==> config.mk <==
export PLATFORM = sky130hd
export DESIGN_NAME = ir_pulse_frame_decoder
export DESIGN_NICKNAME = d
export VERILOG_FILES = /design/src/rtl/irpfd_pkg.sv /design/src/rtl/irpfd_in_stage.sv /design/src/rtl/irpfd_frame_fsm.sv /design/src/rtl/ir_pulse_frame_decoder.sv
export SDC_FILE = /design/constraint.sdc
export NUM_CORES = 1
export LEC_CHECK = 0
export BUFFER_PORTS_ARGS = -buffer_cell sky130_fd_sc_hd__buf_4
export CAP_MARGIN = 20
export CELL_PAD_IN_SITES_DETAIL_PLACEMENT = 2
export CELL_PAD_IN_SITES_GLOBAL_PLACEMENT = 2
export CORE_MARGIN = 2
export CORE_UTILIZATION = 33
export DETAILED_ROUTE_END_ITERATION = 8
export PLACE_DENSITY_LB_ADDON = 0.1
export SLEW_MARGIN = 25
export SYNTH_ARGS = -nofsm -noshare
export SYNTH_HDL_FRONTEND = slang
export SYNTH_SLANG_ARGS = --single-unit
==> constraint.sdc <==
create_clock -name clock -period 4.8 [get_ports clock]
set_input_delay 0.96 -clock clock [delete_from_list [all_inputs] [get_ports clock]]
set_output_delay 0.96 -clock clock [all_outputs]
set_load 0.02 [all_outputs]
==> src/rtl/irpfd_pkg.sv <==
package irpfd_pkg;

   // one edge event beat
   typedef struct packed {
      logic       pin_level;
      logic [6:0] duration;
   } item_type;

   // result kinds
   localparam logic [1:0] KIND_FRAME  = 2'd0;
   localparam logic [1:0] KIND_REPEAT = 2'd1;
   localparam logic [1:0] KIND_ERROR  = 2'd2;

   // error codes
   localparam logic [2:0] ERR_NONE  = 3'd0;
   localparam logic [2:0] ERR_GAP   = 3'd1;
   localparam logic [2:0] ERR_PULSE = 3'd2;
   localparam logic [2:0] ERR_BIT   = 3'd3;
   localparam logic [2:0] ERR_SEP   = 3'd4;

   // timing windows in ticks
   localparam logic [6:0] LEADER_MIN     = 7'd30;
   localparam logic [6:0] LEADER_MAX_ALT = 7'd40;
   localparam logic [6:0] LEADER_MAX_NEC = 7'd75;
   localparam logic [6:0] GAP_MIN        = 7'd30;
   localparam logic [6:0] GAP_MAX        = 7'd40;
   localparam logic [6:0] REPEAT_MIN     = 7'd15;
   localparam logic [6:0] REPEAT_MAX     = 7'd20;
   localparam logic [6:0] SHORT_MIN      = 7'd2;
   localparam logic [6:0] SHORT_MAX      = 7'd7;
   localparam logic [6:0] LONG_MIN       = 7'd9;
   localparam logic [6:0] LONG_MAX       = 7'd19;

   // field sizes in bits
   localparam logic [3:0] BYTE_BITS    = 4'd8;
   localparam logic [3:0] PRODUCT_BITS = 4'd4;

endpackage

==> src/rtl/irpfd_in_stage.sv <==
module irpfd_in_stage (
   input  logic                clock,
   input  logic                reset,
   input  logic                req_valid,
   output logic                req_stall,
   input  irpfd_pkg::item_type req_item,
   output logic                item_valid,
   output irpfd_pkg::item_type item,
   input  logic                item_take
);

   logic                item_valid_ff;
   logic                item_valid_in;
   irpfd_pkg::item_type item_ff;
   logic                accept;

   // hold a beat until the decoder takes it
   assign req_stall = item_valid_ff && !item_take;
   assign accept    = req_valid && !req_stall;

   always_comb begin
      if (accept) begin
         item_valid_in = 1'b1;
      end else if (item_take) begin
         item_valid_in = 1'b0;
      end else begin
         item_valid_in = item_valid_ff;
      end
   end

   always_ff @(posedge clock) begin
      if (reset) begin
         item_valid_ff <= 1'b0;
      end else begin
         item_valid_ff <= item_valid_in;
      end
      if (accept) begin
         item_ff <= req_item;
      end
   end

   assign item_valid = item_valid_ff;
   assign item       = item_ff;

endmodule

==> src/rtl/irpfd_frame_fsm.sv <==
module irpfd_frame_fsm (
   input  logic                clock,
   input  logic                reset,
   input  logic                csr_wr_en,
   input  logic                csr_wr_data,
   input  logic                item_valid,
   input  irpfd_pkg::item_type item,
   output logic                item_take,
   output logic                rsp_valid,
   input  logic                rsp_stall,
   output logic [1:0]          rsp_kind,
   output logic [2:0]          rsp_error_code,
   output logic [7:0]          rsp_address_low,
   output logic [7:0]          rsp_address_high,
   output logic [3:0]          rsp_product,
   output logic [7:0]          rsp_command_low,
   output logic [7:0]          rsp_command_high
);

   typedef enum logic [3:0] {
      PH_IDLE     = 4'd0,
      PH_GAP      = 4'd1,
      PH_ADRL_PRE = 4'd2,
      PH_ADRL_BIT = 4'd3,
      PH_ADRH_PRE = 4'd4,
      PH_ADRH_BIT = 4'd5,
      PH_SEP_PRE  = 4'd6,
      PH_SEP      = 4'd7,
      PH_PROD_PRE = 4'd8,
      PH_PROD_BIT = 4'd9,
      PH_CMDL_PRE = 4'd10,
      PH_CMDL_BIT = 4'd11,
      PH_CMDH_PRE = 4'd12,
      PH_CMDH_BIT = 4'd13
   } phase_type;

   phase_type  phase_ff, phase_in;
   logic [3:0] bit_count_ff, bit_count_in;
   logic [7:0] addr_lo_ff, addr_lo_in;
   logic [7:0] addr_hi_ff, addr_hi_in;
   logic [3:0] product_ff, product_in;
   logic [7:0] cmd_lo_ff, cmd_lo_in;
   logic [7:0] cmd_hi_ff, cmd_hi_in;
   logic       mode_ff;

   logic       rsp_valid_ff;
   logic [1:0] kind_ff;
   logic [2:0] error_code_ff;
   logic [7:0] rsp_addr_lo_ff, rsp_addr_hi_ff, rsp_cmd_lo_ff, rsp_cmd_hi_ff;
   logic [3:0] rsp_product_ff;

   logic       emit;
   logic [1:0] kind;
   logic [2:0] error_code;

   logic [6:0] d;
   logic       alt;
   logic       leader_hit, w_gap, w_repeat, w_short, w_long, bit_ok;
   logic [6:0] leader_max;
   logic [3:0] bit_count_inc;
   logic [2:0] bit_idx;

   // window compares on the held duration
   assign d          = item.duration;
   assign alt        = mode_ff;
   assign leader_max = alt ? irpfd_pkg::LEADER_MAX_ALT : irpfd_pkg::LEADER_MAX_NEC;
   assign leader_hit = item.pin_level && d >= irpfd_pkg::LEADER_MIN && d <= leader_max;
   assign w_gap      = d >= irpfd_pkg::GAP_MIN && d <= irpfd_pkg::GAP_MAX;
   assign w_repeat   = d >= irpfd_pkg::REPEAT_MIN && d <= irpfd_pkg::REPEAT_MAX;
   assign w_short    = d >= irpfd_pkg::SHORT_MIN && d <= irpfd_pkg::SHORT_MAX;
   assign w_long     = d >= irpfd_pkg::LONG_MIN && d <= irpfd_pkg::LONG_MAX;
   assign bit_ok     = w_short || w_long;

   assign bit_count_inc = bit_count_ff + 4'd1;
   assign bit_idx       = bit_count_ff[2:0];

   // an event moves on once the result register is free or draining
   assign item_take = item_valid && (!rsp_valid_ff || !rsp_stall);

   // next frame state and result for the held event
   always_comb begin
      phase_in     = phase_ff;
      bit_count_in = bit_count_ff;
      addr_lo_in   = addr_lo_ff;
      addr_hi_in   = addr_hi_ff;
      product_in   = product_ff;
      cmd_lo_in    = cmd_lo_ff;
      cmd_hi_in    = cmd_hi_ff;
      emit         = 1'b0;
      kind         = irpfd_pkg::KIND_ERROR;
      error_code   = irpfd_pkg::ERR_NONE;

      if (leader_hit) begin
         phase_in = PH_GAP;
      end else begin
         case (phase_ff)
            PH_GAP: begin
               if (w_gap) begin
                  phase_in     = PH_ADRL_PRE;
                  bit_count_in = 4'd0;
               end else if (w_repeat) begin
                  phase_in = PH_IDLE;
                  emit     = 1'b1;
                  kind     = irpfd_pkg::KIND_REPEAT;
               end else begin
                  phase_in   = PH_IDLE;
                  emit       = 1'b1;
                  error_code = irpfd_pkg::ERR_GAP;
               end
            end
            PH_SEP_PRE, PH_PROD_PRE, PH_ADRL_PRE, PH_ADRH_PRE, PH_CMDL_PRE,
            PH_CMDH_PRE: begin
               // separator and product pulses only count in alternate mode
               if (alt || !(phase_ff == PH_SEP_PRE || phase_ff == PH_PROD_PRE)) begin
                  if (w_short) begin
                     phase_in = phase_type'(phase_ff + 4'd1);
                  end else begin
                     phase_in   = PH_IDLE;
                     emit       = 1'b1;
                     error_code = irpfd_pkg::ERR_PULSE;
                  end
               end
            end
            PH_SEP: begin
               if (alt) begin
                  if (w_gap) begin
                     phase_in     = PH_PROD_PRE;
                     bit_count_in = 4'd0;
                  end else begin
                     phase_in   = PH_IDLE;
                     emit       = 1'b1;
                     error_code = irpfd_pkg::ERR_SEP;
                  end
               end
            end
            PH_ADRL_BIT, PH_ADRH_BIT, PH_PROD_BIT, PH_CMDL_BIT, PH_CMDH_BIT: begin
               if (phase_ff == PH_PROD_BIT && !alt) begin
                  phase_in = phase_ff;
               end else if (!bit_ok) begin
                  phase_in   = PH_IDLE;
                  emit       = 1'b1;
                  error_code = irpfd_pkg::ERR_BIT;
               end else begin
                  // shift in one data bit, lsb first
                  bit_count_in = bit_count_inc;
                  phase_in     = phase_type'(phase_ff - 4'd1);
                  case (phase_ff)
                     PH_ADRL_BIT: begin
                        addr_lo_in[bit_idx] = w_long;
                        if (bit_count_inc >= irpfd_pkg::BYTE_BITS) begin
                           phase_in     = PH_ADRH_PRE;
                           bit_count_in = 4'd0;
                        end
                     end
                     PH_ADRH_BIT: begin
                        addr_hi_in[bit_idx] = w_long;
                        if (bit_count_inc >= irpfd_pkg::BYTE_BITS) begin
                           phase_in     = alt ? PH_SEP_PRE : PH_CMDL_PRE;
                           bit_count_in = 4'd0;
                        end
                     end
                     PH_PROD_BIT: begin
                        if (!bit_idx[2]) begin
                           product_in[bit_idx[1:0]] = w_long;
                        end
                        if (bit_count_inc >= irpfd_pkg::PRODUCT_BITS) begin
                           phase_in     = PH_CMDL_PRE;
                           bit_count_in = 4'd0;
                        end
                     end
                     PH_CMDL_BIT: begin
                        cmd_lo_in[bit_idx] = w_long;
                        if (bit_count_inc >= irpfd_pkg::BYTE_BITS) begin
                           phase_in     = PH_CMDH_PRE;
                           bit_count_in = 4'd0;
                        end
                     end
                     default: begin
                        cmd_hi_in[bit_idx] = w_long;
                        if (bit_count_inc >= irpfd_pkg::BYTE_BITS) begin
                           phase_in     = PH_IDLE;
                           bit_count_in = 4'd0;
                           emit         = 1'b1;
                           kind         = irpfd_pkg::KIND_FRAME;
                        end
                     end
                  endcase
               end
            end
            default: begin
               phase_in = PH_IDLE;
            end
         endcase
      end
   end

   // frame state, mode register and result register
   always_ff @(posedge clock) begin
      if (reset) begin
         phase_ff     <= PH_IDLE;
         bit_count_ff <= 4'd0;
         addr_lo_ff   <= 8'd0;
         addr_hi_ff   <= 8'd0;
         product_ff   <= 4'd0;
         cmd_lo_ff    <= 8'd0;
         cmd_hi_ff    <= 8'd0;
         mode_ff      <= 1'b0;
         rsp_valid_ff <= 1'b0;
      end else begin
         if (csr_wr_en) begin
            mode_ff <= csr_wr_data;
         end
         if (item_take) begin
            phase_ff     <= phase_in;
            bit_count_ff <= bit_count_in;
            addr_lo_ff   <= addr_lo_in;
            addr_hi_ff   <= addr_hi_in;
            product_ff   <= product_in;
            cmd_lo_ff    <= cmd_lo_in;
            cmd_hi_ff    <= cmd_hi_in;
         end
         if (item_take && emit) begin
            rsp_valid_ff <= 1'b1;
         end else if (!rsp_stall) begin
            rsp_valid_ff <= 1'b0;
         end
      end
      if (item_take && emit) begin
         kind_ff        <= kind;
         error_code_ff  <= error_code;
         rsp_addr_lo_ff <= addr_lo_in;
         rsp_addr_hi_ff <= addr_hi_in;
         rsp_product_ff <= product_in;
         rsp_cmd_lo_ff  <= cmd_lo_in;
         rsp_cmd_hi_ff  <= cmd_hi_in;
      end
   end

   assign rsp_valid        = rsp_valid_ff;
   assign rsp_kind         = kind_ff;
   assign rsp_error_code   = error_code_ff;
   assign rsp_address_low  = rsp_addr_lo_ff;
   assign rsp_address_high = rsp_addr_hi_ff;
   assign rsp_product      = rsp_product_ff;
   assign rsp_command_low  = rsp_cmd_lo_ff;
   assign rsp_command_high = rsp_cmd_hi_ff;

endmodule

==> src/rtl/ir_pulse_frame_decoder.sv <==
// Infrared remote frame decoder, NEC framing or an alternate framing with a
// separator and a product nibble (csr_wr_data selects: 0 NEC, 1 alternate).
// Request channel: one beat per receiver edge, req_pin_level is the level
// after the edge and req_duration the length in ticks of the interval that
// just ended. A beat is taken when req_valid is high and req_stall is low.
// Response channel: at most one beat per request beat, for a complete frame,
// a key repeat or a decode error, with the held address, product and command.
// A taken request beat passes the input register, then the result register;
// one request beat per cycle while req_stall is low, each decoded in a single
// pass through the frame state machine. When rsp_stall is high the result
// register holds; one more request beat is still taken into the input register,
// then req_stall rises until the result drains. The user must write the mode
// register with csr_wr_en only while the block is idle; the block does not
// enforce it. Synchronous reset: idle, held data cleared, NEC mode selected.
module ir_pulse_frame_decoder (
   input  logic       clock,
   input  logic       reset,
   input  logic       req_valid,
   output logic       req_stall,
   input  logic       req_pin_level,
   input  logic [6:0] req_duration,
   output logic       rsp_valid,
   input  logic       rsp_stall,
   output logic [1:0] rsp_kind,
   output logic [2:0] rsp_error_code,
   output logic [7:0] rsp_address_low,
   output logic [7:0] rsp_address_high,
   output logic [3:0] rsp_product,
   output logic [7:0] rsp_command_low,
   output logic [7:0] rsp_command_high,
   input  logic       csr_wr_en,
   input  logic       csr_wr_data
);

   irpfd_pkg::item_type req_item;
   irpfd_pkg::item_type item;
   logic                item_valid;
   logic                item_take;

   assign req_item.pin_level = req_pin_level;
   assign req_item.duration  = req_duration;

   // input register
   irpfd_in_stage u_in_stage (
      .clock      (clock),
      .reset      (reset),
      .req_valid  (req_valid),
      .req_stall  (req_stall),
      .req_item   (req_item),
      .item_valid (item_valid),
      .item       (item),
      .item_take  (item_take)
   );

   // frame state machine and result register
   irpfd_frame_fsm u_frame_fsm (
      .clock            (clock),
      .reset            (reset),
      .csr_wr_en        (csr_wr_en),
      .csr_wr_data      (csr_wr_data),
      .item_valid       (item_valid),
      .item             (item),
      .item_take        (item_take),
      .rsp_valid        (rsp_valid),
      .rsp_stall        (rsp_stall),
      .rsp_kind         (rsp_kind),
      .rsp_error_code   (rsp_error_code),
      .rsp_address_low  (rsp_address_low),
      .rsp_address_high (rsp_address_high),
      .rsp_product      (rsp_product),
      .rsp_command_low  (rsp_command_low),
      .rsp_command_high (rsp_command_high)
   );

endmodule

Word level (Yosys, flattened, before mapping)
Cells that the tools add are included.
{"block": "word_totals", "out_inout_bits": 43, "word_cells": 178, "register_bits": 96, "inputBits": 14}
{"block": "classes", "n_bitwise": 1, "eq_ne": 20, "muxes": 90, "addsub": 3, "n_lt_le_gt_ge": 15, "reduce_logical": 30}
{"op": "$mux W8", "n": 20}
{"op": "$mux W4", "n": 26}
{"op": "$bwmux W8", "n": 4}
{"op": "$pmux W4 S4", "n": 2}
{"op": "$eq A4 B4 Y1 const B", "n": 6}
{"op": "$mux W2", "n": 9}
{"op": "$eq A4 B3 Y1 const B", "n": 4}
{"op": "$mux W1", "n": 16}
{"op": "$mux W3", "n": 5}
{"op": "$ge A7 B4 Y1 const B", "n": 2}
{"op": "$le A7 B5 Y1 const B", "n": 2}
{"op": "$logic_and A1 B1 Y1", "n": 13}
{"op": "$pmux W3 S4", "n": 1}
{"op": "$pmux W4 S3", "n": 1}
{"op": "$add A4 B1 Y4 const B", "n": 2}
{"op": "$eq A4 B2 Y1 const B", "n": 2}
{"op": "$ge A7 B2 Y1 const B", "n": 1}
{"op": "$ge A7 B5 Y1 const B", "n": 1}
{"op": "$le A7 B3 Y1 const B", "n": 1}
{"op": "$le A7 B6 Y1 const B", "n": 1}
{"op": "$le A7 B7 Y1", "n": 1}
{"op": "$mux W7", "n": 1}
{"op": "$logic_not A1 Y1", "n": 6}
{"op": "$ne A2 B1 Y1 const B", "n": 3}
{"op": "25 further kinds", "n": 29}

Longest topological paths before layout
{"block": "logic_depth", "word_depth": 11, "depth_mapped": 9, "mapped_depth_nobuf": 8}

Hierarchy
A second synthesis with hierarchy kept.
{"block": "hier_totals", "cells_unflattened": 546, "area_unflattened_um2": 5108.6}
{"mod": "irpfd_frame_fsm", "instances": 1, "cells_per_inst": 534, "area_per_inst_um2": 4818.4, "seq_area_each_um2": 2152.1}
{"mod": "irpfd_in_stage", "instances": 1, "cells_per_inst": 12, "area_per_inst_um2": 290.3, "seq_area_each_um2": 260.2}

Worst setup path after synthesis
No wires, ideal clock.
{"block": "synth_path", "path_kind": "reg-to-reg", "startpoint": "register u_frame_fsm.phase_ff[0]", "endpoint": "register u_frame_fsm.rsp_addr_hi_ff[0] (netlist: u_frame_fsm.rsp_address_high[0]), enable pin", "slack_ns": -0.026, "required_ns": 4.310, "period_less_slack_ns": 4.826, "stages_incl_launch_ff": 9, "arrival_ns": 4.336, "path_cell_list": "dfxtp_1 ha_1 buf_2 buf_1 nand3_1 nand2_1 nand2_1 o211a_1 nor3_1"}
{"block": "synth_between", "elab_chain_cells": 8, "elab_cells_between_ends": 27}
{"item": "start: declaration", "line_no": "irpfd_frame_fsm.sv:37", "source": "phase_type phase_ff, phase_in;"}
{"item": "start signal: assignment", "line_no": "irpfd_frame_fsm.sv:214", "source": "phase_ff <= phase_in;"}
{"item": "$eq A4 B2 Y1, or another cell as far along", "line_no": "irpfd_frame_fsm.sv:96, irpfd_frame_fsm.sv:147"}
{"item": "$reduce_or A4 Y1 (no source line) or $logic_or A1 B1 Y1 (tied branches)"}
{"item": "$mux W1 or $logic_not A1 Y1 (tied branches)", "line_no": "irpfd_frame_fsm.sv:147, irpfd_frame_fsm.sv:114"}
{"item": "$mux W1 or $logic_or A1 B1 Y1 (tied branches)", "line_no": "irpfd_frame_fsm.sv:139, irpfd_frame_fsm.sv:114"}
{"item": "$mux W1, on equally long branches", "line_no": "irpfd_frame_fsm.sv:137, irpfd_frame_fsm.sv:114"}
{"item": "$pmux W1 S4 *", "line_no": "irpfd_frame_fsm.sv:96", "source": "case (phase_ff)"}
{"item": "$mux W1 *", "line_no": "irpfd_frame_fsm.sv:93", "source": "if (leader_hit) begin"}
{"item": "$logic_and A1 B1 Y1 *", "line_no": "irpfd_frame_fsm.sv:228", "source": "if (item_take && emit) begin"}
{"item": "end signal: assignment", "line_no": "irpfd_frame_fsm.sv:232", "source": "rsp_addr_hi_ff <= addr_hi_in;"}
{"item": "end: declaration", "line_no": "irpfd_frame_fsm.sv:49", "source": "logic [7:0] rsp_addr_lo_ff, rsp_addr_hi_ff, rsp_cmd_lo_ff, rsp_cmd_hi_ff;"}
Mark *: on every way between the ends. The rest lies on a longest branch, timed or not.
A chain may end at the register's enable or synchronous reset.

Worst setup path in the final report
{"block": "layout_path", "startpoint": "register u_frame_fsm.phase_ff[1]", "endpoint": "register u_frame_fsm.rsp_product_ff[0] (netlist: u_frame_fsm.rsp_product[0]), enable pin"}
{"block": "layout_between", "elab_chain_cells": 8, "elab_cells_between_ends": 27}
{"item": "$eq A4 B2 Y1, or another cell as far along", "line_no": "irpfd_frame_fsm.sv:96, irpfd_frame_fsm.sv:147"}
{"item": "$reduce_or A4 Y1 (no source line) or $logic_or A1 B1 Y1 (tied branches)"}
{"item": "$mux W1 or $logic_not A1 Y1 (tied branches)", "line_no": "irpfd_frame_fsm.sv:147, irpfd_frame_fsm.sv:114"}
{"item": "$mux W1 or $logic_or A1 B1 Y1 (tied branches)", "line_no": "irpfd_frame_fsm.sv:139, irpfd_frame_fsm.sv:114"}
{"item": "$mux W1, on equally long branches", "line_no": "irpfd_frame_fsm.sv:137, irpfd_frame_fsm.sv:114"}
{"item": "$pmux W1 S4 *", "line_no": "irpfd_frame_fsm.sv:96"}
{"item": "$mux W1 *", "line_no": "irpfd_frame_fsm.sv:93"}
{"item": "$logic_and A1 B1 Y1 *", "line_no": "irpfd_frame_fsm.sv:228"}
{"item": "end signal: assignment", "line_no": "irpfd_frame_fsm.sv:233", "source": "rsp_product_ff <= product_in;"}
{"item": "end: declaration", "line_no": "irpfd_frame_fsm.sv:50", "source": "logic [3:0] rsp_product_ff;"}
Marked as above.

==> flow_metrics.env <==
export IMPL_grt_pass1_wl_um=26300
export IMPL_fin_setup_tns_ns=0
export IMPL_synth_fp_nets=562
export IMPL_pwr_share_clk_pct=43.6
export IMPL_ios=57
export IMPL_drtAntennaViolNets=0
export IMPL_overflow=0
export IMPL_total_power_w=0.001724
export IMPL_die_x_um=126.9
export IMPL_cts_made_buffers=9
export IMPL_avgSynthCellArea_um2=9.302
export IMPL_avgRoutedWirePerCell_um=21.60
export IMPL_power_density_nw_per_um2=297.1
export IMPL_ctsHoldBuffers=0
export IMPL_drt_iter0_markers=260
export IMPL_status="complete, no violations"
export IMPL_p_seq_share_pct=50.7
export IMPL_arrival_ns=3.14
export IMPL_swShare_pct=25.16
export IMPL_start_kind="flip-flop"
export IMPL_clock_sinks=96
export IMPL_drcViolationCount=0
export IMPL_fin_util_pct=39.61
export IMPL_cp_required_ns=4.79
export IMPL_path_class="reg2reg"
export IMPL_grt_usage_pct=20.92
export IMPL_core_rowCount=44
export IMPL_n_fill_cell=1623
export IMPL_grt_antenna_before_repair=0
export IMPL_pwr_share_comb_pct=5.7
export IMPL_ys_ff_latch=96
export IMPL_setup_viol=0
export IMPL_clock_latency_ns=0.36
export IMPL_max_cap_violations=0
export IMPL_synthCells=536
export IMPL_wl_um=16350
export IMPL_fin_crit_ns=3.150
export IMPL_syn_area_um2=4986
export IMPL_synth_edf_count=49
export IMPL_max_freq_mhz=317.4
export IMPL_slew_headroom_pct=40.25
export IMPL_synthFlopType="edfxtp_1"
export IMPL_finalHoldViolCount=0
export IMPL_seq_area_frac_synth_pct=48.38
export IMPL_yosysWarnings=0
export IMPL_finalCritPeriodShare_pct=65.63
export IMPL_synthToLayoutAreaGrowth_pct=16.34
export IMPL_ys_types=72
export IMPL_fin_skew_ns=0.009875
export IMPL_final_nets=594
export IMPL_core_area_um2=14640
export IMPL_grt_pass1_vias=4700
export IMPL_ctsRootBufferMaster="clkbuf_16"
export IMPL_clkTransAtPathRegs_ns=0.07
export IMPL_die_height_um=126.9
export IMPL_routabilityCongestion=0.8090
export IMPL_finalInstanceArea_um2=5801
export IMPL_portBuffers=56
export IMPL_ys_async_sr_fraction_pct=0
export IMPL_via_per_inst=5.831
export IMPL_htreeDepth=3
export IMPL_drive_above_1_share_pct=16.40
export IMPL_cts_tree="yes"
export IMPL_critPathCaptureType="flip-flop"
export IMPL_path_max_fanout=36
export IMPL_placed_area_um2=5489
export IMPL_tightest_slew_ns=0.8932
export IMPL_cts_resized=0
export IMPL_drv_slew=0
export IMPL_via_count=4414
export IMPL_ir_worst_vdd_uv=142.8
export IMPL_p_leak_nw=1.908
export IMPL_p_sw_w=0.0004336
export IMPL_cts_setup_buffers=0
export IMPL_clockBufferDepth=2
export IMPL_dieArea_um2=16110
export IMPL_dp_hpwl_um=11520
export IMPL_diodes=0
export IMPL_rsz0062_at_grt="no"
export IMPL_grt_max_degree=41
export IMPL_hold_class="reg2reg"
export IMPL_internal_power_w=0.001290
export IMPL_first_pass_iters=4
export IMPL_initial_core_util_pct=34.05
[state kept, by name, summed over array words and instances, names as in the netlist]
register,cells
u_frame_fsm.addr_hi_ff,8
u_frame_fsm.addr_lo_ff,8
u_frame_fsm.alt,1
u_frame_fsm.bit_count_ff,4
u_frame_fsm.cmd_hi_ff,8
u_frame_fsm.cmd_lo_ff,8
u_frame_fsm.phase_ff,4
u_frame_fsm.product_ff,4
u_frame_fsm.rsp_address_high,8
u_frame_fsm.rsp_address_low,8
u_frame_fsm.rsp_command_high,8
u_frame_fsm.rsp_command_low,8
u_frame_fsm.rsp_error_code,3
u_frame_fsm.rsp_kind,2
u_frame_fsm.rsp_product,4
u_frame_fsm.rsp_valid,1
u_in_stage.item,8
u_in_stage.item_valid,1
[power by group through the flow]
stage | logic (W) | clock network [W] | registers (W)
after detailed placement | 0.0000980 | 0 | 0.000893
after global routing | 0.000107 | 0.000795 | 0.000876
final | 0.0000978 | 0.000751 | 0.000874
after CTS | 0.0000984 | 0.000774 | 0.000874
after floorplan | 0.0000688 | 0 | 0.000888
after global placement | 0.0000937 | 0 | 0.000892
[path summary, 6_finish.rpt]
check	from	endpoint	slack, ns	depth (start not counted)
setup / recovery	u_frame_fsm.phase_ff[1]	u_frame_fsm.rsp_product[0]	1.65	9
hold / removal	u_frame_fsm.cmd_hi_ff[0]	u_frame_fsm.cmd_hi_ff[0]	0.46	2
setup reg to reg	u_frame_fsm.phase_ff[1]	u_frame_fsm.rsp_product[0]	1.65	9
hold reg to reg	u_frame_fsm.cmd_hi_ff[0]	u_frame_fsm.cmd_hi_ff[0]	0.46	2
[logic make-up (layout without fill, tap and decap cells)]
family / Yosys count / after routing / share of synthesized area (%)
and+or+nand+nor: 163 / 163 / 17.57
adders and majority gates: 12 / 12 / 3.011
AOI/OAI and AO/OA: 211 / 211 / 25.57
DFF: 96 / 96 / 48.38
buffers and inverters: 48 / 85 / 4.316
xor gates and xnor gates: 3 / 3 / 0.5271
muxes: 3 / 3 / 0.6274
[area by class of cell]
cell class	count	area, µm²	share of cell area (%)
Timing Repair Buffer	58	435.4	7.506
Inverter	11	41.29	0.7118
Clock inverter	6	58.81	1.014
Clock buffer	10	250.2	4.314
Sequential cell	96	2412	41.59
Multi-Input combinational cell	392	2372	40.90
Tap cell	184	230.2	3.969
[cells in the mapped netlist (4+ instances only)]
| cell | n | area (µm²) |
|---|---|---|
| o21ai_0 | 105 | 525.5 |
| nor2b_1 | 4 | 25.02 |
| ha_1 | 12 | 150.1 |
| nand2_1 | 50 | 187.7 |
| o311ai_0 | 9 | 78.83 |
| o21ai_1 | 6 | 30.03 |
| nor2_1 | 26 | 97.59 |
| buf_2 | 10 | 50.05 |
| inv_1 | 10 | 37.54 |
| or3_1 | 6 | 37.54 |
| buf_4 | 4 | 30.03 |
| nor3_1 | 7 | 35.03 |
| nand4_1 | 4 | 25.02 |
| dfxtp_1 | 47 | 940.9 |
| o31ai_1 | 12 | 90.09 |
| and3_1 | 4 | 25.02 |
| nand3_1 | 26 | 130.1 |
| a21oi_1 | 37 | 185.2 |
| nand2b_1 | 4 | 25.02 |
| o21a_1 | 5 | 37.54 |
| o32ai_1 | 4 | 35.03 |
| edfxtp_1 | 49 | 1471 |
| clkbuf_1 | 21 | 78.83 |
[per-stage QoR]
stage | std cells | worst slack, ns | hold WS (ns)
after floorplan | 536 | 1.212 | 0.4338
after global placement | 741 | 1.622 | 0.4410
after detailed placement | 741 | 1.521 | 0.4624
after CTS | 757 | 1.592 | 0.4724
after global routing | 757 | 1.350 | 0.4983
final | 757 | 1.650 | 0.4620
[metal layers]
metal | track usage (%) | part of all wire [%] | up-vias
met3 | 2.784 | 2.4 | 21
met2 | 36.08 | 50 | 79
met1 | 26.78 | 46 | 2233
met5 | 0 | 0 | -
met4 | 7.757 | 1.7 | 0
li1 | - | - | 2081
[critical path, cell delays in order (launching register included)]
cell and delay, ns:
dfxtp_1 0.45, inv_1 0.13, ha_1 0.48, nand4bb_1 0.28, o221ai_1 0.16, nor2_1 0.14
o21ai_1 0.09, o211a_1 0.18, nor3_4 0.34, buf_4 0.49
[cell usage in the layout, fill, tap and decap left out, types with 3 or more instances in the layout]
cell       instances
edfxtp_1          49
nand2_1           49
dfxtp_1           47
a21oi_1           37
o21ai_0          105
o311ai_0           9
o31ai_1           12
nor2_2             3
nand3b_1           3
nor2_1            26
nor4_1             3
ha_1              12
o221ai_1           3
nor3_1             6
buf_4             58
o32ai_1            4
a31oi_1            3
o22ai_1            3
or3_1              6
o211a_1            3
nand3_1           26
nand2b_1           4
nor4_4             3
o21ai_1            6
nor2b_1            4
inv_1             10
clkbuf_16         10
and3_1             4
and2_1             3
o21a_1             5
nand4_1            4
(Power assumes the default switching activity.)
